File: config.mk
export PLATFORM = sky130hd
export DESIGN_NAME = lpmr_front_flat
export DESIGN_NICKNAME = d
export VERILOG_FILES = /design/src/lpmr_pkg.sv /design/src/lpmr_cmd_if.sv /design/src/lpmr_front.sv /design/src/flat_wrapper.sv
export SDC_FILE = /design/constraint.sdc
export NUM_CORES = 1
export LEC_CHECK = 0
export BUFFER_PORTS_ARGS = -buffer_cell sky130_fd_sc_hd__buf_2
export CORE_MARGIN = 1.5
export CORE_UTILIZATION = 35
export DETAILED_ROUTE_END_ITERATION = 8
export PLACE_DENSITY = 0.59
export SLEW_MARGIN = 10
export SYNTH_ARGS = -nofsm -noshare
export SYNTH_HDL_FRONTEND = slang
export SYNTH_SLANG_ARGS = --single-unit
export TNS_END_PERCENT = 20
File: constraint.sdc
create_clock -name clk -period 2.4 [get_ports clk]
set_input_delay 0.12 -clock clk [delete_from_list [all_inputs] [get_ports clk]]
set_output_delay 0.12 -clock clk [all_outputs]
set_load 0.005 [all_outputs]
File: src/lpmr_pkg.sv
// ----------------------------------------------------------------------------
// lpmr_pkg
// Shared types and constants of the length-prefixed message ring.
// ----------------------------------------------------------------------------
package lpmr_pkg;

	localparam int unsigned STORE_BYTES_DEF = 1024;
	localparam int unsigned CMD_QUEUE_DEPTH = 2;
	localparam int unsigned PADDR_W = 3;

	localparam logic [7:0] LEN_LIMIT = 8'hFF;
	localparam logic [7:0] MRL_RESET = 8'hFF;
	localparam logic [9:0] DROP_SAT = 10'd1023;

	localparam logic REG_MAX_READ_LENGTH = 1'b0;

	typedef enum logic [1:0] {
		OP_BEGIN = 2'd0,
		OP_PUSH  = 2'd1,
		OP_POP   = 2'd2,
		OP_NONE  = 2'd3
	} op_t;

	typedef enum logic [2:0] {
		ST_POPPED       = 3'd0,
		ST_EMPTY        = 3'd1,
		ST_WRAP         = 3'd2,
		ST_TOO_LARGE    = 3'd3,
		ST_BEGIN_OK     = 3'd4,
		ST_BEGIN_REJECT = 3'd5,
		ST_PUSH_OK      = 3'd6,
		ST_PUSH_REJECT  = 3'd7
	} status_t;

	typedef enum logic [2:0] {
		CMD_BEGIN,
		CMD_BEGIN_BAD,
		CMD_PUSH,
		CMD_POP,
		CMD_NOP
	} cmd_kind_t;

	typedef struct packed {
		cmd_kind_t  kind;
		logic [7:0] data_byte;
		logic [7:0] msg_length;
	} cmd_t;

	typedef enum logic [2:0] {
		ENG_IDLE,
		ENG_FIT,
		ENG_DROP_CHECK,
		ENG_DROP_WAIT,
		ENG_POP_HEAD,
		ENG_POP_BYTE,
		ENG_EMIT
	} eng_state_t;

endpackage

File: src/lpmr_cmd_if.sv
// ----------------------------------------------------------------------------
// lpmr_cmd_if
// Request channel of the message ring: operation, data byte and length.
// ----------------------------------------------------------------------------
interface lpmr_cmd_if;

	logic       valid;
	logic       ready;
	logic [1:0] operation;
	logic [7:0] data_byte;
	logic [7:0] msg_length;

	modport source (output valid, operation, data_byte, msg_length, input ready);
	modport sink (input valid, operation, data_byte, msg_length, output ready);

endinterface

File: src/lpmr_front.sv
// ----------------------------------------------------------------------------
// lpmr_front
// Accepts requests, decodes them into commands and queues them for the engine.
// ----------------------------------------------------------------------------
module lpmr_front (
	input  logic              clk,
	input  logic              arst_n,
	lpmr_cmd_if.sink          cmd,
	output lpmr_pkg::cmd_t    q_head,
	output logic              q_valid,
	input  logic              q_pop
);
	import lpmr_pkg::*;

	cmd_t       fifo_q [CMD_QUEUE_DEPTH];
	cmd_t       decoded;
	logic       wr_ptr_q;
	logic       rd_ptr_q;
	logic [1:0] cnt_q;
	logic       push;
	logic       pop;

	always_comb begin
		decoded.data_byte  = cmd.data_byte;
		decoded.msg_length = cmd.msg_length;
		unique case (op_t'(cmd.operation))
			OP_BEGIN: begin
				decoded.kind = (cmd.msg_length == LEN_LIMIT) ? CMD_BEGIN_BAD : CMD_BEGIN;
			end
			OP_PUSH: begin
				decoded.kind = CMD_PUSH;
			end
			OP_POP: begin
				decoded.kind = CMD_POP;
			end
			OP_NONE: begin
				decoded.kind = CMD_NOP;
			end
		endcase
	end

	assign cmd.ready = (cnt_q != 2'(CMD_QUEUE_DEPTH));
	assign q_valid   = (cnt_q != 2'd0);
	assign q_head    = fifo_q[rd_ptr_q];
	assign push      = cmd.valid && cmd.ready;
	assign pop       = q_pop && q_valid;

	always_ff @(posedge clk) begin
		if (push) begin
			fifo_q[wr_ptr_q] <= decoded;
		end
	end

	always_ff @(posedge clk or negedge arst_n) begin
		if (!arst_n) begin
			wr_ptr_q <= 1'b0;
			rd_ptr_q <= 1'b0;
			cnt_q    <= 2'd0;
		end else begin
			if (push) begin
				wr_ptr_q <= ~wr_ptr_q;
			end
			if (pop) begin
				rd_ptr_q <= ~rd_ptr_q;
			end
			if (push && !pop) begin
				cnt_q <= cnt_q + 2'd1;
			end else if (pop && !push) begin
				cnt_q <= cnt_q - 2'd1;
			end
		end
	end

endmodule

File: src/flat_wrapper.sv
// flat-port wrapper written by rule: the top's interface ports become plain ports
module lpmr_front_flat import lpmr_pkg::*;
  (clk, arst_n, q_head, q_valid, q_pop, cmd_valid, cmd_operation, cmd_data_byte, cmd_msg_length, cmd_ready);
  lpmr_cmd_if cmd_i ();
  input  logic clk;
  input  logic arst_n;
  output lpmr_pkg::cmd_t q_head;
  output logic q_valid;
  input  logic q_pop;
  input wire logic [$bits(cmd_i.valid)-1:0] cmd_valid;
  input wire logic [$bits(cmd_i.operation)-1:0] cmd_operation;
  input wire logic [$bits(cmd_i.data_byte)-1:0] cmd_data_byte;
  input wire logic [$bits(cmd_i.msg_length)-1:0] cmd_msg_length;
  output wire logic [$bits(cmd_i.ready)-1:0] cmd_ready;
  assign cmd_i.valid = cmd_valid;
  assign cmd_i.operation = cmd_operation;
  assign cmd_i.data_byte = cmd_data_byte;
  assign cmd_i.msg_length = cmd_msg_length;
  assign cmd_ready = cmd_i.ready;
  lpmr_front u_core (.clk(clk), .arst_n(arst_n), .cmd(cmd_i), .q_head(q_head), .q_valid(q_valid), .q_pop(q_pop));
endmodule
=== Yosys cells after proc, flatten, opt, wreduce, memory -nomap -nowiden ===
Memory sizes are Yosys's and may differ from the RTL's.
Cells that the tools add are included.

* Register bits after elaboration: 4
* Logic and storage cells: 28
* Input bits: 22
* Memories kept: 1
* Output and inout bits: 21
* Bits in writable memories: 38

{| class="wikitable"
|+ Memories
! name !! words !! bits a word !! rd ports !! clocked after Yosys merged registers in !! write ports !! RTL line !! source
|-
| u_core.fifo_q || 2 || 19 || 1 || 0 || 1 || lpmr_front.sv:15 || <nowiki>cmd_t fifo_q [CMD_QUEUE_DEPTH];</nowiki>
|}

* Eq/ne operators: 5
* Reduce and logical (&&, ||, !) cells: 9
* Bitwise gates (word level): 2
* Multiplexer cells: 6
* Add/subtract/negate cells: 2

{| class="wikitable"
|+ Operators by type and width
! kind !! count
|-
| $pmux 3 s4 || 1
|-
| $eq 8x8->1 const B || 1
|-
| $eq 2x2->1 const B || 2
|-
| $logic_and 1x1->1 || 4
|-
| $mux 2 || 2
|-
| $reduce_bool 2->1 || 2
|-
| $mux 1 || 3
|-
| $add 2x1->2 const B || 1
|-
| $eq 2x1->1 const B || 1
|-
| $logic_not 1->1 || 2
|-
| $logic_not 2->1 || 1
|-
| $ne 2x2->1 const B || 1
|-
| $not 1->1 || 2
|-
| $sub 2x1->2 const B || 1
|}

=== Logic depth before layout (Yosys ltp) ===
Gate-level depths: netlist of run 1.

* Depth in word-level cells: 6
* Gate-level depth with buffers: 7
* Gate-level depth less buffers: 7

=== Worst setup path before layout of run 1 ===
OpenSTA, ideal clock, no wires.

* Path type: register to register
* Start point: register u_core.cnt_q[0]
* End point: memory u_core.fifo_q[0][0] in the netlist's numbering (enable)
* Required time: 2005 ps
* Stages on the path, launching flop included: 4
* Setup slack: 551 ps
* Setup time: 395 ps
* Clock period less this slack: 1849 ps
* Buffers on the path: 0
* Arrival: 1455 ps
* Path through: dfrtp_1 nand2b_4 nand2_1 nor2_1

* Longest elaborated chain between the ends: 4

{| class="wikitable"
|+ RTL lines
! item !! RTL line !! source
|-
| from (decl) || lpmr_front.sv:19 || <nowiki>logic [1:0] cnt_q;</nowiki>
|-
| from (signal assigned) || lpmr_front.sv:67 || <nowiki>cnt_q <= cnt_q + 2'd1;</nowiki>
|-
| from (signal assigned) || lpmr_front.sv:69 || <nowiki>cnt_q <= cnt_q - 2'd1;</nowiki>
|-
| $ne 2x2->1 || lpmr_front.sv:42 || <nowiki>assign cmd.ready = (cnt_q != 2'(CMD_QUEUE_DEPTH));</nowiki>
|-
| via cmd_ready || flat_wrapper.sv:14 || <nowiki>output wire logic [$bits(cmd_i.ready)-1:0] cmd_ready;</nowiki>
|-
| $logic_and 1x1->1 || lpmr_front.sv:45 || <nowiki>assign push = cmd.valid && cmd.ready;</nowiki>
|-
| $mux 1 || lpmr_front.sv:49 || <nowiki>if (push) begin</nowiki>
|-
| $mux 1 (implied by the code) || lpmr_front.sv:50 || <nowiki>fifo_q[wr_ptr_q] <= decoded;</nowiki>
|-
| to (decl) || lpmr_front.sv:15 ||
|}

The timed path passes the listed nets, and every way through them passes these cells.

==> results of run 1 <==
[through the flow]
step / hold WS, ns / worst slack [ns] / power [mW] / utilization [%]
3_3_place_gp: -0.0660 / 0.837 / 1.82 / 43.6
2_1_floorplan: -0.176 / 0.551 / 1.56 / -
5_1_grt: 0.00809 / 0.469 / 2.35 / 45.6
3_5_place_dp: -0.0658 / 0.778 / 1.84 / 43.6
4_1_cts: 0.0150 / 0.521 / 2.26 / 45.6
6_report: 0.0248 / 0.576 / 2.22 / 45.6
[power breakdown]
group | switching, mW | total [mW] | internal [mW]
sequential | 0.125 | 1.13 | 1.01
clock | 0.206 | 0.406 | 0.200
combinational | 0.285 | 0.678 | 0.393
[worst max path at each step]
stage                                from             endpoint  slack (ns)
after global routing      u_core.rd_ptr_q           q_head[14]        0.47
after CTS                 u_core.rd_ptr_q           q_head[14]        0.52
after global placement    u_core.cnt_q[0]  u_core.fifo_q[0][1]        0.84
after detailed placement  u_core.cnt_q[0]  u_core.fifo_q[0][8]        0.78
after floorplan           u_core.cnt_q[0]  u_core.fifo_q[0][0]        0.55
final                     u_core.rd_ptr_q           q_head[14]        0.58
[Yosys cell counts]
master and number:
nand2_1 2, or2_4 1, nand2b_4 1, nand2_4 1
mux2_2 19, o32ai_1 1, xnor2_1 3, nand3_1 1
nor2_1 2, buf_6 2, xor2_1 2, edfxtp_1 38
and3_1 1, nand4_1 1, ha_1 4, dfrtp_1 4
inv_1 4
[state kept, by name (all words and copies together) (netlist names)]
signal / count
u_core.fifo_q: 38
u_core.wr_ptr_q: 1
u_core.cnt_q: 2
u_core.rd_ptr_q: 1
[timing repair]
item                                   4_1_cts  5_1_grt
endpoints found under the hold margin        4        0
hold buffers                                 1        0
resized for setup                            0        0
[per-layer routing]
layer | share of wire (%) | global-route usage, % | vias to the layer above
met3 | 4.0 | 3.61 | 2
li1 | - | - | 422
met1 | 44 | 14.2 | 424
met4 | 0.97 | 5.66 | 0
met5 | 0 | 0 | -
met2 | 51 | 20.0 | 22
[layout make-up]
class / instances / area [µm²] / share of cell area (%)
repair buffers: 46 / 255 / 12.5
inverters: 4 / 15.0 / 0.737
flip-flops and latches: 42 / 1240 / 60.9
well taps: 52 / 65.1 / 3.19
multi-input cells: 39 / 385 / 18.9
clock buffers: 7 / 76.3 / 3.74
[cells in the final DEF, fill, tap and decap left out, types with 2 or more instances in the layout]
cell type  instances
xnor2_1            3
dfrtp_1            4
xor2_1             2
ha_1               4
buf_4              2
nand2_1            2
inv_1              4
edfxtp_1          38
mux2_2            19
clkbuf_1           2
clkbuf_8           5
buf_2             42
[cell families (layout without fill, tap and decap cells)]
logic type	after synthesis	in the layout	share of synthesized area, %
adders and majority gates	4	4	3.01
DFF	42	42	74.7
buffers and inverters	6	57	2.26
AOI/OAI and AO/OA	1	1	0.527
and+or+nand+nor	10	10	3.99
muxes	19	19	12.9
xor gates and xnor gates	5	5	2.64
==> summary.md, run 1 <==
| Metric | Value |
|---|---|
| Status | `completed` |
| Initial DRC count | `56` |
| Inserted Clock Buffers | `5` |
| #FFs+latches synth | `42` |
| Placed Area | `0.00195 mm²` |
| RePlAce Congestion | `0.719` |
| CTS tree | `done` |
| Layout cell share with drive strength beyond 1 | `52.9%` |
| Crit path max fanout | `20` |
| Vias | `870` |
| Mapped Cells | `87` |
| Die width | `71.9 µm` |
| Drt pass-1 iters | `4` |
| Vias per inst | `4.58` |
| Hold Path Stages | `1` |
| Critical Path End Type | `output port` |
| Final Setup Violations | `0` |
| Worst path slowest cell | `dfrtp_1` |
| Largest stage delay, worst path | `0.86 ns` |
| Seq/Total Area, Yosys | `about three quarters` |
| Critical path class | `reg -> out` |
| Worst vdd rail ir drop | `0.407 mV` |
| P per Cell Area | `1090 mW/mm²` |
| Final Max Tran Viols | `0` |
| CP Depth | `2` |
| Largest net degree at the start of global routing | `21` |
| Initial antenna violation count | `0` |
| Rel. slew slack | `a little under half` |
| Total grt overflow | `0` |
| Clock Skew | `around 0.0042 ns` |
| First-pass GRT wire length | `4540 µm` |
| Max-Cap Viols | `0` |
| Achievable frequency | `548 MHz` |
| Tcrit/Tclk final | `76.0%` |
| Non-Filler Instances | `190` |
| Wire per inst | `between 10 and 15 µm` |
| Layout area overhead | `22.7%` |
| Synth warn | `0` |
| R2r setup slk | `0.80 ns` |
| Mean post-synth cell area | `19.1 µm²` |
| CTS Sinks | `42` |
| Final Hold Viols | `0` |
| Register-to-Register Path Depth | `4` |
| Antenna Cells | `0` |
| Synth top area cells | `edfxtp_1, mux2_2, dfrtp_1` |
| LEAKAGE | `0.801 nW` |
| I/O pin count | `43` |
| Dpl hpwl | `between 2000 and 2500 µm` |
| Cell Area, Synth | `0.00166 mm²` |
| Die ar. | `around 0.0052 mm²` |
| Hold Path Origin | `cmd_data_byte[7]` |
| Minimum clock period | `1.82 ns` |
| Row count | `24` |
| RSZ-0062 raised after global routing | `false` |
| Fillers | `408` |
| WP data arrival | `1.70 ns` |
| Yosys cell types | `17` |
| Hold EP | `u_core.fifo_q[0][15]` |
| Clk slew on worst S/H paths | `0.07 ns` |
| Starting Density | `37.1%` |
| CP bufs+invs | `1` |
| Synth area leader | `edfxtp_1` |
| Delay-heaviest family, CP | `flip-flops` |
| Setup TNS | `0 ns` |
| IO buf count | `42` |
| DP Cell Count | `182` |
| Clk root buf | `clkbuf_8` |
| Final Cell Area | `0.00204 mm²` |
| Synth top area share | `between 60% and 70%` |
| Final Routed Wirelength | `between 2000 and 3000 µm` |
| Post-Synthesis Net Count | `between 100 and 150` |
| CTS Buffer Depth | `2` |
| Nets | `164` |
| Core ar. | `0.00447 mm²` |
| Tot GR Track Use | `11.9%` |
| Worst path cell trace | `mux2_2 -> buf_2` |
| HP Class | `in -> reg` |
| Reg2reg end | `u_core.fifo_q[0][17]` |
| Nature of the critical path startpoint | `flip-flop` |
| Die Span Y | `71.9 µm` |
| Worst skew pair latency | `0.28 ns` |
| Worst-Margin Slew | `between 0.7 and 0.8 ns` |
| Number of routed nets with antenna violations | `0` |
| H-tree Lvls | `2` |
| Postcts setup bufs | `0` |
| Crit Reg-Reg Startpoint | `u_core.cnt_q[0]` |
| Vias in the first global route | `920` |
| Critical Path RT | `about 2.3 ns` |
| Drt drc | `0` |
Power figures use the tool's default switching activity.
==> inputs of run 2 (changes only) <==
--- a/config.mk
+++ b/config.mk
@@ -5,11 +5,12 @@
 export SDC_FILE = /design/constraint.sdc
 export NUM_CORES = 1
 export LEC_CHECK = 0
+export ABC_AREA = 1
 export BUFFER_PORTS_ARGS = -buffer_cell sky130_fd_sc_hd__buf_2
 export CORE_MARGIN = 1.5
 export CORE_UTILIZATION = 35
 export DETAILED_ROUTE_END_ITERATION = 8
-export PLACE_DENSITY = 0.59
+export PLACE_DENSITY = 0.58
 export SLEW_MARGIN = 10
 export SYNTH_ARGS = -nofsm -noshare
 export SYNTH_HDL_FRONTEND = slang
==> constraint.sdc (replaced) <==
create_clock -name clk -period 1.9 [get_ports clk]
set_input_delay 0.095 -clock clk [delete_from_list [all_inputs] [get_ports clk]]
set_output_delay 0.095 -clock clk [all_outputs]
set_load 0.005 [all_outputs]
==> summary.md, run 2 <==
| Metric | Value |
|---|---|
| Drt drc | `0 (unchanged)` |
| Starting Density | `36.2% (-0.92 points)` |
| CTS Sinks | `42 (unchanged)` |
| Most frequent cells in the layout | `nand2_1, buf_2, edfxtp_1, dlygate4sd3_1, inv_1` |
| DP Cell Count | `251 (+38%)` |
| Row count | `25 (+4.2%)` |
| Placed Area | `0.00201 mm² (+2.8%)` |
| Vias | `1,147 (+32%)` |
| WL met2 | `1520 µm (+7.0%)` |
| Tcrit/Tclk final | `82.0%` |
| Cell Area, Synth | `0.00171 mm² (+2.9%)` |
| Yosys cell types | `15 (-2)` |
| Number of routed nets with antenna violations | `0 (unchanged)` |
| Logic pwr share | `34.7% (+4.1 points)` |
| Die Span Y | `72.9 µm (+1.4%)` |
| Dpl hpwl | `2050 µm (+1.5%)` |
| Largest net degree at the start of global routing | `21 (unchanged)` |
| Drt pass-1 iters | `4 (unchanged)` |
| Wire per inst | `11.5 µm (-22%)` |
| HP Class | `in -> reg` |
| Final Setup Violations | `0 (unchanged)` |
| Final Hold Viols | `0 (unchanged)` |
| Clk slew on worst S/H paths | `0.08 ns (about the same)` |
| Inserted Clock Buffers | `5 (unchanged)` |
| Crit path max fanout | `20 (unchanged)` |
| Synth area leader | `edfxtp_1` |
| Synth warn | `0 (unchanged)` |
| Commonest cells in the netlist | `nand2_1, edfxtp_1, inv_1` |
| Top reg by flops | `u_core.fifo_q` |
| Critical Path RT | `1.80 ns (-0.48 ns)` |
| Mapped Cells | `143 (+64%)` |
| I/O pin count | `43 (unchanged)` |
| RePlAce Congestion | `0.691 (-3.8%)` |
| Antenna Cells | `0 (unchanged)` |
| Clock power frac | `19.0% (+0.7 points)` |
| Minimum clock period | `1.56 ns` |
| Non-Filler Instances | `272 (+43%)` |
| Worst skew pair latency | `0.29 ns (about the same)` |
| Synth top area share | `66.7% (-2.0 points)` |
| Largest regs | `u_core.fifo_q x38, u_core.cnt_q x2` |
| First-pass GRT wire length | `5040 µm (+11%)` |
| Mean post-synth cell area | `12.0 µm² (-37%)` |
| IO buf count | `42 (unchanged)` |
| Post-Synthesis Net Count | `169 (+50%)` |
| CTS Buffer Depth | `2 (unchanged)` |
| Layout area overhead | `29.8%` |
| Achievable frequency | `642 MHz` |
| Clock Skew | `0.00536 ns (+0.00119 ns)` |
| Worst-Margin Slew | `0.643 ns (-0.155 ns)` |
| Max-Cap Viols | `0 (unchanged)` |
| Worst vdd rail ir drop | `0.433 mV (+6.4%)` |
| Status | `completed` |
| Total grt overflow | `0 (unchanged)` |
| Max reg flops | `38 (unchanged)` |
| #FFs+latches synth | `42 (unchanged)` |
| Flop pwr share | `46.3% (-4.8 points)` |
| Nets | `230 (+40%)` |
| Main synth FF type | `edfxtp_1` |
| Switch Pwr | `0.985 mW (+60%)` |
| Die ar. | `0.00532 mm² (+2.8%)` |
| WL met1 | `1390 µm (+14%)` |
| Switch share | `33.8% (+6.0 points)` |
| Critical path class | `reg -> out` |
| Die width | `72.9 µm (+1.4%)` |
| Synth top area cells | `edfxtp_1, nand2_1, dfrtp_1` |
| Initial antenna violation count | `0 (unchanged)` |
| Critical Path End Type | `output port` |
| H-tree Lvls | `2 (unchanged)` |
| WP data arrival | `1.46 ns (-0.24 ns)` |
| CTS tree | `done` |
| Internal power | `1.93 mW (+20%)` |
| Setup TNS | `0 ns (unchanged)` |
| Most frequent cell after synthesis | `nand2_1` |
| Core ar. | `0.00472 mm² (+5.6%)` |
| Async set-reset flop share out of synthesis | `9.52% (unchanged)` |
| Final Max Tran Viols | `0 (unchanged)` |
| Vias in the first global route | `1,090 (+18%)` |
| Clk root buf | `clkbuf_8` |
| Met3 routed wirelength | `165 µm (+49%)` |
| EDFF count, synth | `38 (unchanged)` |
| Initial DRC count | `74 (+32%)` |
| Nature of the critical path startpoint | `flip-flop` |
| RSZ-0062 raised after global routing | `false` |
| Final Routed Wirelength | `3120 µm (+12%)` |
| Seq/Total Area, Yosys | `72.6% (-2.1 points)` |
| Min Hold Slack | `0.0133 ns (-0.0115 ns)` |
| Postcts setup bufs | `0 (unchanged)` |
| Commonest non-fill, non-tap cell in the layout | `nand2_1` |
| P per Cell Area | `1310 mW/mm² (+21%)` |
| Layout cell share with drive strength beyond 1 | `29.3% (-24 points)` |
| Final Cell Area | `0.00222 mm² (+9.0%)` |
| Vias per inst | `4.22 (-7.9%)` |
| Tot GR Track Use | `13.3% (+1.4 points)` |
| Rel. slew slack | `57.1% (+10 points)` |
| LEAKAGE | `0.998 nW (+25%)` |
| Highest Signal Layer | `met4` |
run 2: power by group through the flow:
| stage | sequential (mW) | clock [mW] | combinational, mW |
|---|---|---|---|
| after global placement | 1.37 | 0 | 1.02 |
| final | 1.35 | 0.555 | 1.01 |
| after global routing | 1.37 | 0.629 | 1.16 |
| after detailed placement | 1.37 | 0 | 1.02 |
| after CTS | 1.35 | 0.582 | 1.05 |
| after floorplan | 1.36 | 0 | 0.620 |
run 2: cell families (layout without fill, tap and decap cells):
family	count (synthesis)	in the layout	share of synthesized area, %
XOR/XNOR	2	2	1.46
adder cells (fa/ha/maj)	4	4	2.93
buffers and inverters	14	76	3.73
flip-flops	42	42	72.6
AND/OR/NAND/NOR	81	81	19.3
run 2: cell type report:
type | instances | area, µm²
Tap cell | 67 | 83.8
Clock inverter | 2 | 12.5
Clock buffer | 6 | 72.6
Sequential cell | 42 | 1240
Inverter | 10 | 37.5
Fill cell | 443 | 2500
Timing Repair Buffer | 58 | 363
Multi-Input combinational cell | 87 | 410
run 2: layer usage:
layer	vias up	global-route usage (%)
met2	27	21.1
met3	4	4.42
met5	-	0
li1	584	-
met1	532	16.7
met4	0	5.66
run 2: repair_timing:
action / in CTS / in global routing
endpoints found under the setup margin: 0 / 0
hold buffers: 13 / 0
endpoints found under the hold margin: 27 / 0
resized for setup: 0 / 0
run 2: worst max-delay path, stage by stage (launching register included):
cell and delay (ns):
dfrtp_1 0.38, inv_1 0.48, nand2_1 0.10, nand2_1 0.10
buf_2 0.11
run 2: path summary, 6_finish.rpt:
check / from / to / slack (ns) / cells after the start
setup / recovery: u_core.rd_ptr_q / q_head[6] / 0.34 / 4
hold reg to reg: u_core.cnt_q[0] / u_core.cnt_q[0] / 0.52 / 1
setup reg to reg: u_core.cnt_q[0] / u_core.cnt_q[1] / 0.55 / 9
max in group asynchronous: arst_n / u_core.cnt_q[0] / 1.62 / 2
hold / removal: cmd_msg_length[5] / u_core.fifo_q[1][5] / 0.01 / 1
min in group asynchronous: arst_n / u_core.cnt_q[1] / 0.16 / 2
run 2: metrics by stage:
| step | worst slack (ns) | util (%) | power [mW] |
|---|---|---|---|
| after detailed placement | 0.544 | 42.5 | 2.40 |
| after floorplan | 0.111 | - | 1.98 |
| final | 0.341 | 47.0 | 2.91 |
| after global placement | 0.567 | 42.5 | 2.38 |
| after global routing | 0.145 | 47.0 | 3.16 |
| after CTS | 0.272 | 47.0 | 2.98 |
==> inputs of run 3 (changes only) <==
--- a/config.mk
+++ b/config.mk
@@ -5,12 +5,12 @@
 export SDC_FILE = /design/constraint.sdc
 export NUM_CORES = 1
 export LEC_CHECK = 0
-export ABC_AREA = 1
+export ABC_AREA = 0
 export BUFFER_PORTS_ARGS = -buffer_cell sky130_fd_sc_hd__buf_2
 export CORE_MARGIN = 1.5
 export CORE_UTILIZATION = 35
 export DETAILED_ROUTE_END_ITERATION = 8
-export PLACE_DENSITY = 0.58
+export PLACE_DENSITY = 0.61
 export SLEW_MARGIN = 10
 export SYNTH_ARGS = -nofsm -noshare
 export SYNTH_HDL_FRONTEND = slang
==> constraint.sdc (replaced) <==
create_clock -name clk -period 1.39 [get_ports clk]
set_input_delay 0.0695 -clock clk [delete_from_list [all_inputs] [get_ports clk]]
set_output_delay 0.0695 -clock clk [all_outputs]
set_load 0.005 [all_outputs]
==> summary.md, run 3 (synthesized netlist as in run 1, its figures left out) <==
| Metric | Value |
|---|---|
| Wire per inst | `13.8 µm (+21%)` |
| Die width | `71.9 µm (-1.4%)` |
| Initial antenna violation count | `0 (unchanged)` |
| Internal power | `3.17 mW (+64%)` |
| Top reg by flops | `u_core.fifo_q` |
| Final Setup Violations | `0 (unchanged)` |
| Tot GR Track Use | `12.1% (-1.2 points)` |
| Worst skew pair latency | `0.29 ns (about the same)` |
| Achievable frequency | `728 MHz` |
| Storage cell area | `0.00124 mm² (unchanged)` |
| Critical path class | `reg -> out` |
| Clock Skew | `0.00307 ns (-0.00229 ns)` |
| Final Routed Wirelength | `2990 µm (-4.2%)` |
| H-tree Lvls | `2 (unchanged)` |
| IO buf count | `42 (unchanged)` |
| Largest net degree at the start of global routing | `15 (-29%)` |
| Drt drc | `0 (unchanged)` |
| Inserted Clock Buffers | `5 (unchanged)` |
| Starting Density | `37.1% (+0.92 points)` |
| Worst-Margin Slew | `0.314 ns (-0.329 ns)` |
| Switch Pwr | `1.21 mW (+23%)` |
| Layout area overhead | `40.8%` |
| Initial DRC count | `66 (-11%)` |
| Flop pwr share | `42.2% (-4.1 points)` |
| Critical Path End Type | `output port` |
| I/O pin count | `43 (unchanged)` |
| Vias | `971 (-15%)` |
| Largest regs | `u_core.fifo_q x38, u_core.cnt_q x2` |
| Number of routed nets with antenna violations | `0 (unchanged)` |
| Core ar. | `0.00447 mm² (-5.3%)` |
| Total grt overflow | `0 (unchanged)` |
| Logic pwr share | `36.1% (+1.4 points)` |
| Min Hold Slack | `0.0678 ns (+0.0545 ns)` |
| CTS Buffer Depth | `2 (unchanged)` |
| Dpl hpwl | `2090 µm (+1.7%)` |
| WP data arrival | `1.30 ns (-0.16 ns)` |
| Utilization after layout | `52.3% (+5.3 points)` |
| Vias per inst | `4.50 (+6.6%)` |
| Clk slew on worst S/H paths | `0.08 ns (about the same)` |
| Final Cell Area | `0.00234 mm² (+5.4%)` |
| Fillers | `371 (-16%)` |
| Placed Area | `0.00199 mm² (-0.81%)` |
| CTS tree | `done` |
| CTS Sinks | `42 (unchanged)` |
| First-pass GRT wire length | `4690 µm (-7.1%)` |
| Clk root buf | `clkbuf_8` |
| Max reg flops | `38 (unchanged)` |
| RePlAce Congestion | `0.698 (+0.91%)` |
| Drt pass-1 iters | `4 (unchanged)` |
| LEAKAGE | `0.929 nW (-7.0%)` |
| Worst vdd rail ir drop | `0.587 mV (+36%)` |
| Max-Cap Viols | `0 (unchanged)` |
| Antenna Cells | `0 (unchanged)` |
| Crit path max fanout | `7 (-65%)` |
| Status | `completed` |
| Rel. slew slack | `79.0% (+22 points)` |
| Nets | `189 (-18%)` |
| Nature of the critical path startpoint | `flip-flop` |
| Final Max Tran Viols | `0 (unchanged)` |
| Switch share | `27.7% (-6.1 points)` |
| Die Span Y | `71.9 µm (-1.4%)` |
| Multi-input gate area | `415 µm² (+1.2%)` |
| Pwr Total | `4.38 mW (+50%)` |
| Row count | `24 (-4.0%)` |
| Final Hold Viols | `0 (unchanged)` |
| Minimum clock period | `1.37 ns` |
| Commonest non-fill, non-tap cell in the layout | `buf_2` |
| Setup TNS | `0 ns (unchanged)` |
| P per Cell Area | `1870 mW/mm² (+43%)` |
| Tcrit/Tclk final | `98.8%` |
| Critical Path RT | `1.32 ns (-0.48 ns)` |
| Die ar. | `0.00517 mm² (-2.7%)` |
| Clock power frac | `21.6% (+2.6 points)` |
| Most frequent cells in the layout | `buf_2, edfxtp_1, mux2_2, dlygate4sd3_1, buf_4` |
| Vias in the first global route | `1,043 (-4.3%)` |
| Layout cell share with drive strength beyond 1 | `54.3% (+25 points)` |
| HP Class | `in -> reg` |
| RSZ-0062 raised after global routing | `true` |
[run 3: per-layer routing]
metal	global-route usage [%]	vias to the layer above	routed length, µm
met5	0	-	0
met4	5.24	0	41
met3	3.61	4	131
met2	21.7	27	1600
met1	13.4	469	1220
li1	-	471	-
[run 3: per-stage QoR]
step / setup slack [ns] / instances
CTS: -0.00869 / 215
detailed placement: 0.0107 / 188
global placement: 0.0394 / 188
floorplan: -0.0771 / 87
global route: -0.0545 / 216
finish: 0.0163 / 216
[run 3: area by class of cell]
class | instances | share of cell area, %
Inverter | 4 | 0.642
Multi-Input combinational cell | 39 | 17.8
Sequential cell | 42 | 53.0
Clock inverter | 3 | 1.93
Clock buffer | 5 | 2.94
Timing Repair Buffer | 71 | 20.9
Tap cell | 52 | 2.78
[run 3: what timing repair did]
| action | CTS | global route |
|---|---|---|
| pin swaps | 3 | 2 |
| endpoints found under the setup margin | 13 | 39 |
| buffers inserted | 3 | 0 |
| hold buffers | 16 | 1 |
| resized for setup | 3 | 7 |
| endpoints found under the hold margin | 34 | 2 |
[run 3: worst paths after layout]
path	cells after the start	slack (ns)	start	end
min	3	0.07	q_pop	u_core.rd_ptr_q
min reg2reg	1	0.57	u_core.wr_ptr_q	u_core.wr_ptr_q
min in group asynchronous	2	0.11	arst_n	u_core.rd_ptr_q
max	3	0.02	u_core.rd_ptr_q	q_head[17]
max in group asynchronous	2	1.16	arst_n	u_core.cnt_q[0]
max reg2reg	6	0.03	u_core.cnt_q[1]	u_core.fifo_q[0][12]
[run 3: power groups by stage]
stage | sequential, mW | combinational (mW) | clock [mW]
6_report | 1.85 | 1.58 | 0.947
5_1_grt | 1.88 | 1.70 | 1.02
4_1_cts | 1.85 | 1.52 | 0.970
3_5_place_dp | 1.89 | 1.37 | 0
3_3_place_gp | 1.86 | 1.35 | 0
2_1_floorplan | 1.87 | 0.837 | 0
[run 3: worst max-delay path, stage by stage (launching register included)]
cell and delay, ns:
dfrtp_1 0.36, buf_4 0.17, mux2_2 0.35, buf_2 0.13
